==> src/design/dpdr_pkg.sv <==
package dpdr_pkg;

    // field widths
    localparam int DELAY_W  = 16;
    localparam int SAMPLE_W = 8;
    localparam int ACTION_W = 2;
    localparam int PERIOD_W = 8;
    localparam int CFG_ADDR_W = 3;

    // stream payload widths, whole bytes
    localparam int S_TDATA_W = 8;
    localparam int S_TUSER_W = 8;
    localparam int M_TDATA_W = 40;

    // measurement defaults
    localparam int SAMPLES_PER_BURST_DEF = 8;
    localparam int PERIODS_PER_MEASURE   = 4;
    localparam logic [PERIOD_W-1:0] PERIOD_MAX = 8'hFF;

    // register reset values
    localparam logic [DELAY_W-1:0] DELAY_STEP_RST     = 16'd16;
    localparam logic [DELAY_W-1:0] START_DELAY_RST    = 16'd2000;
    localparam logic [DELAY_W-1:0] MAX_DELAY_RST      = 16'd16000;
    localparam logic [DELAY_W-1:0] MIN_CURRENT_RST    = 16'd10;
    localparam logic [DELAY_W-1:0] TARGET_CURRENT_RST = 16'd500;
    localparam logic [DELAY_W-1:0] HYSTERESIS_RST     = 16'd20;

    // configuration register indexes
    typedef enum logic [CFG_ADDR_W-1:0] {
        REG_DELAY_STEP     = 3'd0,
        REG_START_DELAY    = 3'd1,
        REG_MAX_DELAY      = 3'd2,
        REG_MIN_CURRENT    = 3'd3,
        REG_TARGET_CURRENT = 3'd4,
        REG_HYSTERESIS     = 3'd5
    } cfg_reg_t;

    // event kinds
    typedef enum logic [ACTION_W-1:0] {
        ACT_ZERO_CROSS = 2'd0,
        ACT_TIMER_END  = 2'd1,
        ACT_SAMPLE     = 2'd2
    } action_t;

    // saturating 16-bit add
    function automatic logic [DELAY_W-1:0] sat_add(input logic [DELAY_W-1:0] a,
                                                   input logic [DELAY_W-1:0] b);
        logic [DELAY_W:0] s;
        s = {1'b0, a} + {1'b0, b};
        return s[DELAY_W] ? {DELAY_W{1'b1}} : s[DELAY_W-1:0];
    endfunction

endpackage

==> src/design/dimmer_phase_delay_regulator.sv <==
// channel  | ports                         | request
// ---------+-------------------------------+------------------------------------------
// input    | s_tvalid s_tready s_tdata/user| one event: kind and current sample
// result   | m_tvalid m_tready m_tdata     | gate, timer, adc and measurement outputs
// config   | cfg_we cfg_addr cfg_wdata     | register write, no read-back
//
// one event per clock while the output register can take it; its result appears in the output register the next cycle.
// the state update and the result are one pass of logic off the state registers.
// a full output register stalls input only while m_tready is low.
// synchronous active-low reset restores register defaults and clears all state but the output data register.
module dimmer_phase_delay_regulator
    import dpdr_pkg::*;
#(
    parameter int SAMPLES_PER_BURST = SAMPLES_PER_BURST_DEF
) (
    input  logic                  aclk,
    input  logic                  aresetn,
    input  logic                  s_tvalid,
    output logic                  s_tready,
    input  logic [S_TDATA_W-1:0]  s_tdata,   // [7:0] sample_value
    input  logic [S_TUSER_W-1:0]  s_tuser,   // [1:0] action, rest zero
    output logic                  m_tvalid,
    input  logic                  m_tready,
    // [0] gate_level, [1] timer_start, [17:2] timer_load, [18] adc_request,
    // [34:19] measured_current, [35] measure_done, [39:36] zero
    output logic [M_TDATA_W-1:0]  m_tdata,
    input  logic                  cfg_we,
    input  logic [CFG_ADDR_W-1:0] cfg_addr,
    input  logic [DELAY_W-1:0]    cfg_wdata
);

    localparam int SCNT_W = (SAMPLES_PER_BURST > 1) ? $clog2(SAMPLES_PER_BURST) : 1;

    // configuration registers
    logic [DELAY_W-1:0] delay_step_reg, start_delay_reg, max_delay_reg;
    logic [DELAY_W-1:0] min_current_reg, target_current_reg, hysteresis_reg;

    // regulator state
    logic [DELAY_W-1:0]  gate_delay_reg, gate_delay_next;
    logic                soft_done_reg, soft_done_next;
    logic                fresh_reg, fresh_next;
    logic [DELAY_W-1:0]  current_value_reg, current_value_next;
    logic [DELAY_W-1:0]  current_sum_reg, current_sum_next;
    logic [SCNT_W-1:0]   sample_cnt_reg, sample_cnt_next;
    logic [PERIOD_W-1:0] period_cnt_reg, period_cnt_next;
    logic                gate_on_reg, gate_on_next;

    // output register
    logic                 m_tvalid_reg;
    logic [M_TDATA_W-1:0] m_tdata_reg;

    // per-event logic
    action_t            action;
    logic [SAMPLE_W-1:0] sample;
    logic               accept;
    logic               timer_start, adc_request, measure_done;
    logic [DELAY_W-1:0] timer_load;
    logic [DELAY_W-1:0] zc_delay;
    logic [DELAY_W-1:0] delay_inc;
    logic [DELAY_W:0]   band_lo_sum, band_hi;
    logic [SCNT_W:0]    sample_cnt_inc;

    assign action   = action_t'(s_tuser[ACTION_W-1:0]);
    assign sample   = s_tdata[SAMPLE_W-1:0];
    assign s_tready = !m_tvalid_reg || m_tready;
    assign accept   = s_tvalid && s_tready;

    assign delay_inc      = sat_add(gate_delay_reg, delay_step_reg);
    // current below target - hysteresis, written without wrap
    assign band_lo_sum    = {1'b0, current_value_reg} + {1'b0, hysteresis_reg};
    assign band_hi        = {1'b0, target_current_reg} + {1'b0, hysteresis_reg};
    assign sample_cnt_inc = {1'b0, sample_cnt_reg} + (SCNT_W+1)'(1);

    // zero crossing delay update
    always_comb begin
        zc_delay       = gate_delay_reg;
        soft_done_next = soft_done_reg;
        fresh_next     = fresh_reg;
        if (!soft_done_reg) begin
            zc_delay = delay_inc;
            if (delay_inc >= start_delay_reg) begin
                soft_done_next = 1'b1;
            end
        end else if (current_value_reg < min_current_reg) begin
            zc_delay = start_delay_reg;
        end else if (fresh_reg) begin
            fresh_next = 1'b0;
            if (band_lo_sum < {1'b0, target_current_reg}) begin
                zc_delay = (gate_delay_reg < max_delay_reg) ? delay_inc : max_delay_reg;
            end else if ({1'b0, current_value_reg} > band_hi) begin
                zc_delay = (gate_delay_reg > delay_step_reg) ?
                           gate_delay_reg - delay_step_reg : '0;
            end
        end
    end

    // event dispatch
    always_comb begin
        gate_delay_next    = gate_delay_reg;
        current_value_next = current_value_reg;
        current_sum_next   = current_sum_reg;
        sample_cnt_next    = sample_cnt_reg;
        period_cnt_next    = period_cnt_reg;
        gate_on_next       = gate_on_reg;
        timer_start        = 1'b0;
        timer_load         = '0;
        adc_request        = 1'b0;
        measure_done       = 1'b0;
        case (action)
            ACT_ZERO_CROSS: begin
                gate_delay_next = zc_delay;
                if (zc_delay != '0) begin
                    gate_on_next = 1'b1;
                    timer_start  = 1'b1;
                    timer_load   = zc_delay;
                end
            end
            ACT_TIMER_END: begin
                gate_on_next = 1'b0;
                adc_request  = 1'b1;
                if (period_cnt_reg != PERIOD_MAX) begin
                    period_cnt_next = period_cnt_reg + PERIOD_W'(1);
                end
            end
            ACT_SAMPLE: begin
                current_sum_next = sat_add(current_sum_reg, DELAY_W'(sample));
                sample_cnt_next  = sample_cnt_inc[SCNT_W-1:0];
                if (sample_cnt_inc >= (SCNT_W+1)'(SAMPLES_PER_BURST)) begin
                    sample_cnt_next = '0;
                    if (period_cnt_reg >= PERIOD_W'(PERIODS_PER_MEASURE)) begin
                        period_cnt_next    = '0;
                        current_value_next = current_sum_next;
                        current_sum_next   = '0;
                        measure_done       = 1'b1;
                    end
                end else begin
                    adc_request = 1'b1;
                end
            end
            default: begin
            end
        endcase
    end

    // configuration writes
    always_ff @(posedge aclk) begin
        if (!aresetn) begin
            delay_step_reg     <= DELAY_STEP_RST;
            start_delay_reg    <= START_DELAY_RST;
            max_delay_reg      <= MAX_DELAY_RST;
            min_current_reg    <= MIN_CURRENT_RST;
            target_current_reg <= TARGET_CURRENT_RST;
            hysteresis_reg     <= HYSTERESIS_RST;
        end else if (cfg_we) begin
            case (cfg_reg_t'(cfg_addr))
                REG_DELAY_STEP:     delay_step_reg     <= cfg_wdata;
                REG_START_DELAY:    start_delay_reg    <= cfg_wdata;
                REG_MAX_DELAY:      max_delay_reg      <= cfg_wdata;
                REG_MIN_CURRENT:    min_current_reg    <= cfg_wdata;
                REG_TARGET_CURRENT: target_current_reg <= cfg_wdata;
                REG_HYSTERESIS:     hysteresis_reg     <= cfg_wdata;
                default: begin
                end
            endcase
        end
    end

    // state update on each accepted event
    always_ff @(posedge aclk) begin
        if (!aresetn) begin
            gate_delay_reg    <= '0;
            soft_done_reg     <= 1'b0;
            fresh_reg         <= 1'b0;
            current_value_reg <= '0;
            current_sum_reg   <= '0;
            sample_cnt_reg    <= '0;
            period_cnt_reg    <= '0;
            gate_on_reg       <= 1'b0;
        end else if (accept) begin
            gate_delay_reg    <= gate_delay_next;
            current_value_reg <= current_value_next;
            current_sum_reg   <= current_sum_next;
            sample_cnt_reg    <= sample_cnt_next;
            period_cnt_reg    <= period_cnt_next;
            gate_on_reg       <= gate_on_next;
            if (action == ACT_ZERO_CROSS) begin
                soft_done_reg <= soft_done_next;
                fresh_reg     <= fresh_next;
            end else if (measure_done) begin
                fresh_reg     <= 1'b1;
            end
        end
    end

    // result register
    always_ff @(posedge aclk) begin
        if (!aresetn) begin
            m_tvalid_reg <= 1'b0;
        end else if (s_tready) begin
            m_tvalid_reg <= s_tvalid;
        end
    end

    always_ff @(posedge aclk) begin
        if (accept) begin
            m_tdata_reg <= {4'b0, measure_done, current_value_next, adc_request,
                            timer_load, timer_start, gate_on_next};
        end
    end

    assign m_tvalid = m_tvalid_reg;
    assign m_tdata  = m_tdata_reg;

endmodule
==> config.mk <==
export PLATFORM = sky130hd
export DESIGN_NAME = dimmer_phase_delay_regulator
export DESIGN_NICKNAME = d
export VERILOG_FILES = /design/src/design/dpdr_pkg.sv /design/src/design/dimmer_phase_delay_regulator.sv
export SDC_FILE = /design/constraint.sdc
export NUM_CORES = 1
export LEC_CHECK = 0
export CAP_MARGIN = 20
export CORE_MARGIN = 10
export CORE_UTILIZATION = 60
export CTS_CLUSTER_DIAMETER = 120
export DETAILED_ROUTE_END_ITERATION = 8
export DONT_BUFFER_PORTS = 1
export PLACE_DENSITY = 0.77
export SETUP_SLACK_MARGIN = 0.15
export SLEW_MARGIN = 20
export SYNTH_ARGS = -nofsm -noshare
export SYNTH_HDL_FRONTEND = slang
export SYNTH_SLANG_ARGS = --single-unit
==> constraint.sdc <==
create_clock -name aclk -period 12.1 [get_ports aclk]
set_input_delay 2.42 -clock aclk [delete_from_list [all_inputs] [get_ports aclk]]
set_output_delay 2.42 -clock aclk [all_outputs]
set_load 0.05 [all_outputs]
After elaboration in Yosys (flattened, before gate mapping)

Index checks and enable logic that the tools add are counted.

Memory bits (writable): 0
Logic and storage cells: 98
Memories: 0
Bits in read-only memories: 0
Bits in latches: 0
Register bits after elaboration: 195

Equal/unequal tests: 13
Bitwise operators: 0
$add $sub $neg: 7
Multiplexer cells: 33
Magnitude comparators: 8
Reductions and logical operators: 19
Div/mod/pow operators: 0
Multiply operators: 0
Shift-type cells: 0

Operators by type and width:

| kind                | number |
|---|---|
| $mux 16             | 14 |
| $add 16x16->17      | 3 |
| $lt 16x16->1        | 2 |
| $mux 8              | 3 |
| $reduce_and 2->1    | 9 |
| $add 16x8->17       | 1 |
| $gt 16x17->1        | 1 |
| $lt 17x16->1        | 1 |
| $ge 16x16->1        | 1 |
| $gt 16x16->1        | 1 |
| $pmux 8 s2          | 1 |
| $reduce_bool 16->1  | 1 |
| $sub 16x16->16      | 1 |
| $mux 1              | 12 |
| $ne 2x2->1 const B  | 5 |
| $add 8x1->8 const B | 1 |
| $ge 8x3->1 const B  | 1 |
| $ne 8x8->1 const B  | 1 |
| $eq 3x2->1 const B  | 2 |
| $eq 3x3->1 const B  | 2 |
| $reduce_and 5->1    | 1 |
| $add 3x1->4 const B | 1 |
| $ge 4x4->1 const B  | 1 |
| $pmux 1 s2          | 2 |
| other kinds (11)    | 12 |

Longest topological paths before layout

Word-level depth: 10
Depth in mapped cells: 26
Mapped depth without buffers: 25

Least setup slack after synthesis

OpenSTA, ideal clock, no wires.

Path kind: reg2reg
Start: register hysteresis_reg[0]
End: register m_tdata_reg[9], in the netlist m_tdata[9] (data pin)
Required time: 11.834 ns
Path slack: 6.167 ns
Arrival: 5.667 ns
Path buffers: 1
Cell stages (with the launch flop): 26
Library setup time: 0.266 ns
Cell sequence: dfxtp_1 > ha_1 > fa_1 > a211oi_2 > o21bai_1 > or4_4 > and3_1 > o21ai_0 > a21boi_0 > o21ai_0 > nand2b_1 > a21o_1 > a21oi_1 > xnor2_1 > ha_1 > a21o_1 > a2111oi_0 > nand4_1 > or3_1 > buf_6 > nor2_2 > nand4_1 > a211o_1 > or4b_4 > nor4_4 > nor3b_1

Word-level cells in the longest chain between the ends: 9

RTL lines:

| item                              | RTL line                            | RTL |
|---|---|---|
| start, declared                   | dimmer_phase_delay_regulator.sv:36  | `logic [DELAY_W-1:0] min_current_reg, target_current_reg, hysteresis_reg;` |
| start signal, assigned            | dimmer_phase_delay_regulator.sv:161 | `REG_HYSTERESIS: hysteresis_reg <= cfg_wdata;` |
| $add 16x16->17                    | dimmer_phase_delay_regulator.sv:71  | `assign band_hi = {1'b0, target_current_reg} + {1'b0, hysteresis_reg};` |
| $gt 16x17->1                      | dimmer_phase_delay_regulator.sv:90  | `end else if ({1'b0, current_value_reg} > band_hi) begin` |
| $mux 16                           | dimmer_phase_delay_regulator.sv:90  |  |
| $mux 16 *                         | dimmer_phase_delay_regulator.sv:88  | `if (band_lo_sum < {1'b0, target_current_reg}) begin` |
| $mux 16 *                         | dimmer_phase_delay_regulator.sv:86  | `end else if (fresh_reg) begin` |
| $mux 16 *                         | dimmer_phase_delay_regulator.sv:84  | `end else if (current_value_reg < min_current_reg) begin` |
| $mux 16 *                         | dimmer_phase_delay_regulator.sv:79  | `if (!soft_done_reg) begin` |
| $reduce_bool 16->1                | dimmer_phase_delay_regulator.sv:112 | `if (zc_delay != '0) begin` |
| $reduce_and 2->1 (no source line) | -                                   |  |
| end signal, assigned              | dimmer_phase_delay_regulator.sv:206 | `m_tdata_reg <= {4'b0, measure_done, current_value_next, adc_request,` |
| end, declared                     | dimmer_phase_delay_regulator.sv:50  | `logic [M_TDATA_W-1:0] m_tdata_reg;` |

Every way passes the cells marked *; elsewhere a longest branch is shown, timed or not.
A chain may end at the register's enable or synchronous reset.

Worst setup path after layout

Start: register current_value_reg[0]
End: register m_tdata_reg[0], in the netlist m_tdata[0] (data pin)

Word-level cells in the longest chain between the ends: 9

RTL lines:

| item                                                  | RTL line                                                               | RTL |
|---|---|---|
| start, declared                                       | dimmer_phase_delay_regulator.sv:42                                     | `logic [DELAY_W-1:0] current_value_reg, current_value_next;` |
| start signal, assigned                                | dimmer_phase_delay_regulator.sv:181                                    | `current_value_reg <= current_value_next;` |
| $add 16x16->17 / $gt 16x17->1 (equally long branches) | dimmer_phase_delay_regulator.sv:70, dimmer_phase_delay_regulator.sv:90 |  |
| $lt 17x16->1 / $mux 16 (equally long branches)        | dimmer_phase_delay_regulator.sv:88, dimmer_phase_delay_regulator.sv:90 |  |
| $mux 16                                               | dimmer_phase_delay_regulator.sv:88                                     |  |
| $mux 16                                               | dimmer_phase_delay_regulator.sv:86                                     |  |
| $mux 16 *                                             | dimmer_phase_delay_regulator.sv:84                                     |  |
| $mux 16 *                                             | dimmer_phase_delay_regulator.sv:79                                     |  |
| $reduce_bool 16->1 *                                  | dimmer_phase_delay_regulator.sv:112                                    |  |
| $mux 1 *                                              | dimmer_phase_delay_regulator.sv:112                                    |  |
| $pmux 1 s2 *                                          | dimmer_phase_delay_regulator.sv:109                                    | `case (action)` |
| named net gate_on_next                                | dimmer_phase_delay_regulator.sv:46                                     | `logic gate_on_reg, gate_on_next;` |

Mark *: on every way through the listed nets, which the timed path passes. The rest lies on a longest branch.

==> impl_metrics.ini <==
[run_status]
status = complete, no violations

[setup_path]
critPathTopFamily = compound AO/OA/AOI/OAI gates
cp-end-kind = flop
path_buf_inv = 0
start_kind = flop
required_ps = 12290
max_stage_delay_ps = 890
arrival_ps = 7780
worst-setup-path-type = reg -> reg
crit_fanout = 11
crit_slowest_cell = a2111oi_0

[timing]
setup_violations = 0
fmax_ghz = 0.132
slew_violations = 0
timing.hold.ws_ps = 456
rsz0062_at_grt = no
finalHoldViolations = 0
min_period_ps = 7590
timing.final.crit_share = 0.627
worst_pin_slew_ps = 1100
finalClockSkew_ps = 11.6
max_slew_margin = 0.258
tns_ps = 0

[cts]
cts.sinks = 195
cts_hold_buf = 0
cts_tree = built
cts_setup_buffers = 0
cts-root-buf = clkbuf_16
cts.clk_slew.worst_paths_ps = 80
ctsResizeCount = 0
insertion_delay_ps = 440
cts_buffer_depth = 2
numCtsBuffers = 17
htree_levels = 4

[synth]
synth_top_family_by_area = compound AO/OA/AOI/OAI gates
synth-xor-area-share = 0.0335
synth_fa_ha_area_frac = 0.150
synth_async_sr_flop_share = 0
postSynthAreaPerCell_um2 = 7.80
synth_largest_area_cell = dfxtp_1
synthTopCellsByArea = dfxtp_1, ha_1, nand2_1, edfxtp_1, a21oi_1
yosys.area_share.simple = 0.206
synth_edf_count = 36
synth_mux_area_frac = 0.00525
yosysWarnings = 0
synth_area_um2 = 13600
synth-seq-cells = 195
postSynthCellCount = 1742
synth_cell_types = 82
seq_area_frac_synth = 0.314
yosysTopAreaCellShare = 0.234
synth_compound_area_frac = 0.231
synthFlopType = dfxtp_1

[route]
vias = 12500
detail-route-antenna-nets = 0
routed_wl_mm = 40.0
drtPass1Iterations = 5
drt_drc_violations_left = 0
drt_first_iter_violations = 1196
wl_per_cell_um = 20.0
avgViaCountPerCell = 6.27

[worst_hold_path]
hold_path.class = reg -> reg

[pwr]
clkPwrFrac = 0.380
p_seq_frac = 0.474
power_density_nw_per_um2 = 105
switching_share = 0.314
p_total_w = 0.00151
leakage_nw = 5.87
p_comb_frac = 0.146
p_int_w = 0.00104
ir_drop_mv = 0.0758
p_switching_w = 0.000475

[grt]
grt_pass1_wl_mm = 62.4
overflow = 0
grtUsageTotal = 0.271
grt_pass1_vias = 11700
grt_start_max_net_pins = 99
antenna_found_initial = 0

[floorplan]
die_h_um = 171
die_area_um2 = 29100
io_pins = 82
start_util = 0.606
die_w_um = 171
core_um2 = 22400
rows = 55

[finish]
areaGrowthSynthToFinish_pct = 5.46
layout.nets = 1901
num_antenna_cells = 0
largest_reg_flops = 36
drive_above_1_share = 0.0403
final_cell_mix = nand2_1, a21oi_1, dfxtp_1
final_common_cell = nand2_1

[place]
port-buffer-count = 0
dp.final_hpwl_mm = 30.1
place.gp.congestion = 0.970

[run]
drv_cap = 0
[synthesized netlist by cell type, drive strengths merged (12+ instances only)]
master	number
nand2	309
a21oi	197
dfxtp	159
ha	155
inv	133
nor2	111
o21ai	86
clkbuf	64
o211ai	45
nand3	39
edfxtp	36
xnor2	36
nor3	27
a21o	25
a31oi	25
a211oi	24
nand4	20
nand2b	19
nor2b	19
xor2	16
and3	15
and2	12
buf	12
[power groups by stage]
stage	Combinational (W)	Sequential, W	Clock (W)
3_3_place_gp	0.000211	0.000732	0
3_5_place_dp	0.000214	0.000732	0
4_1_cts	0.000216	0.000717	0.000577
2_1_floorplan	0.000168	0.000726	0
5_1_grt	0.000242	0.000719	0.000604
6_report	0.000220	0.000717	0.000574
[per-stage QoR]
| stage | worst slack, ps | area, um2 | cells | util |
|---|---|---|---|---|
| 2_1_floorplan | 6170 | 13600 | 1745 | - |
| 3_3_place_gp | 4800 | 13700 | 1967 | 0.613 |
| 3_5_place_dp | 4750 | 13700 | 1967 | 0.613 |
| 4_1_cts | 4710 | 14300 | 1999 | 0.639 |
| 5_1_grt | 4290 | 14300 | 1999 | 0.639 |
| 6_report | 4510 | 14300 | 1999 | 0.639 |
[tightest hold or removal path, delay by kind of cell (launching register included)]
| family | cells | cell delay, ps |
|---|---|---|
| AOI/OAI and AO/OA | 1 | 50 |
| DFF | 1 | 310 |
| and+or+nand+nor | 1 | 50 |
[routing by layer]
metal  track usage  share of wire  up-vias
met2         0.445           0.46      494
met4         0.127          0.046        0
li1              -              -     6090
met1         0.349           0.42     5855
met3        0.0327          0.068      103
met5             0              0        -
[final cells by class]
type,count,area [um2]
well taps,285,357
multi-input cells,1339,8520
repair buffers,13,97.6
inverters,135,509
clock inverters,14,156
fillers,1987,8100
flip-flops and latches,195,4260
clock buffers,18,429
[logic make-up (layout without fill, tap and decap cells)]
| family | count (synthesis) | in the layout |
|---|---|---|
| AOI/OAI and AO/OA | 501 | 501 |
| xor gates and xnor gates | 52 | 52 |
| other | 1 | 4 |
| adders and majority gates | 160 | 160 |
| DFF | 195 | 195 |
| muxes | 7 | 7 |
| and+or+nand+nor | 615 | 615 |
| buffers and inverters | 211 | 180 |
[path summary, 6_finish.rpt]
path	slack, ps	startpoint	cells after the start	to
max	4510	current_value_reg[0]	25	m_tdata[0]
min	460	min_current_reg[13]	2	min_current_reg[13]
max reg2reg	4510	current_value_reg[0]	25	m_tdata[0]
min reg2reg	460	min_current_reg[13]	2	min_current_reg[13]
No activity file was read; power rests on OpenSTA's default activity.
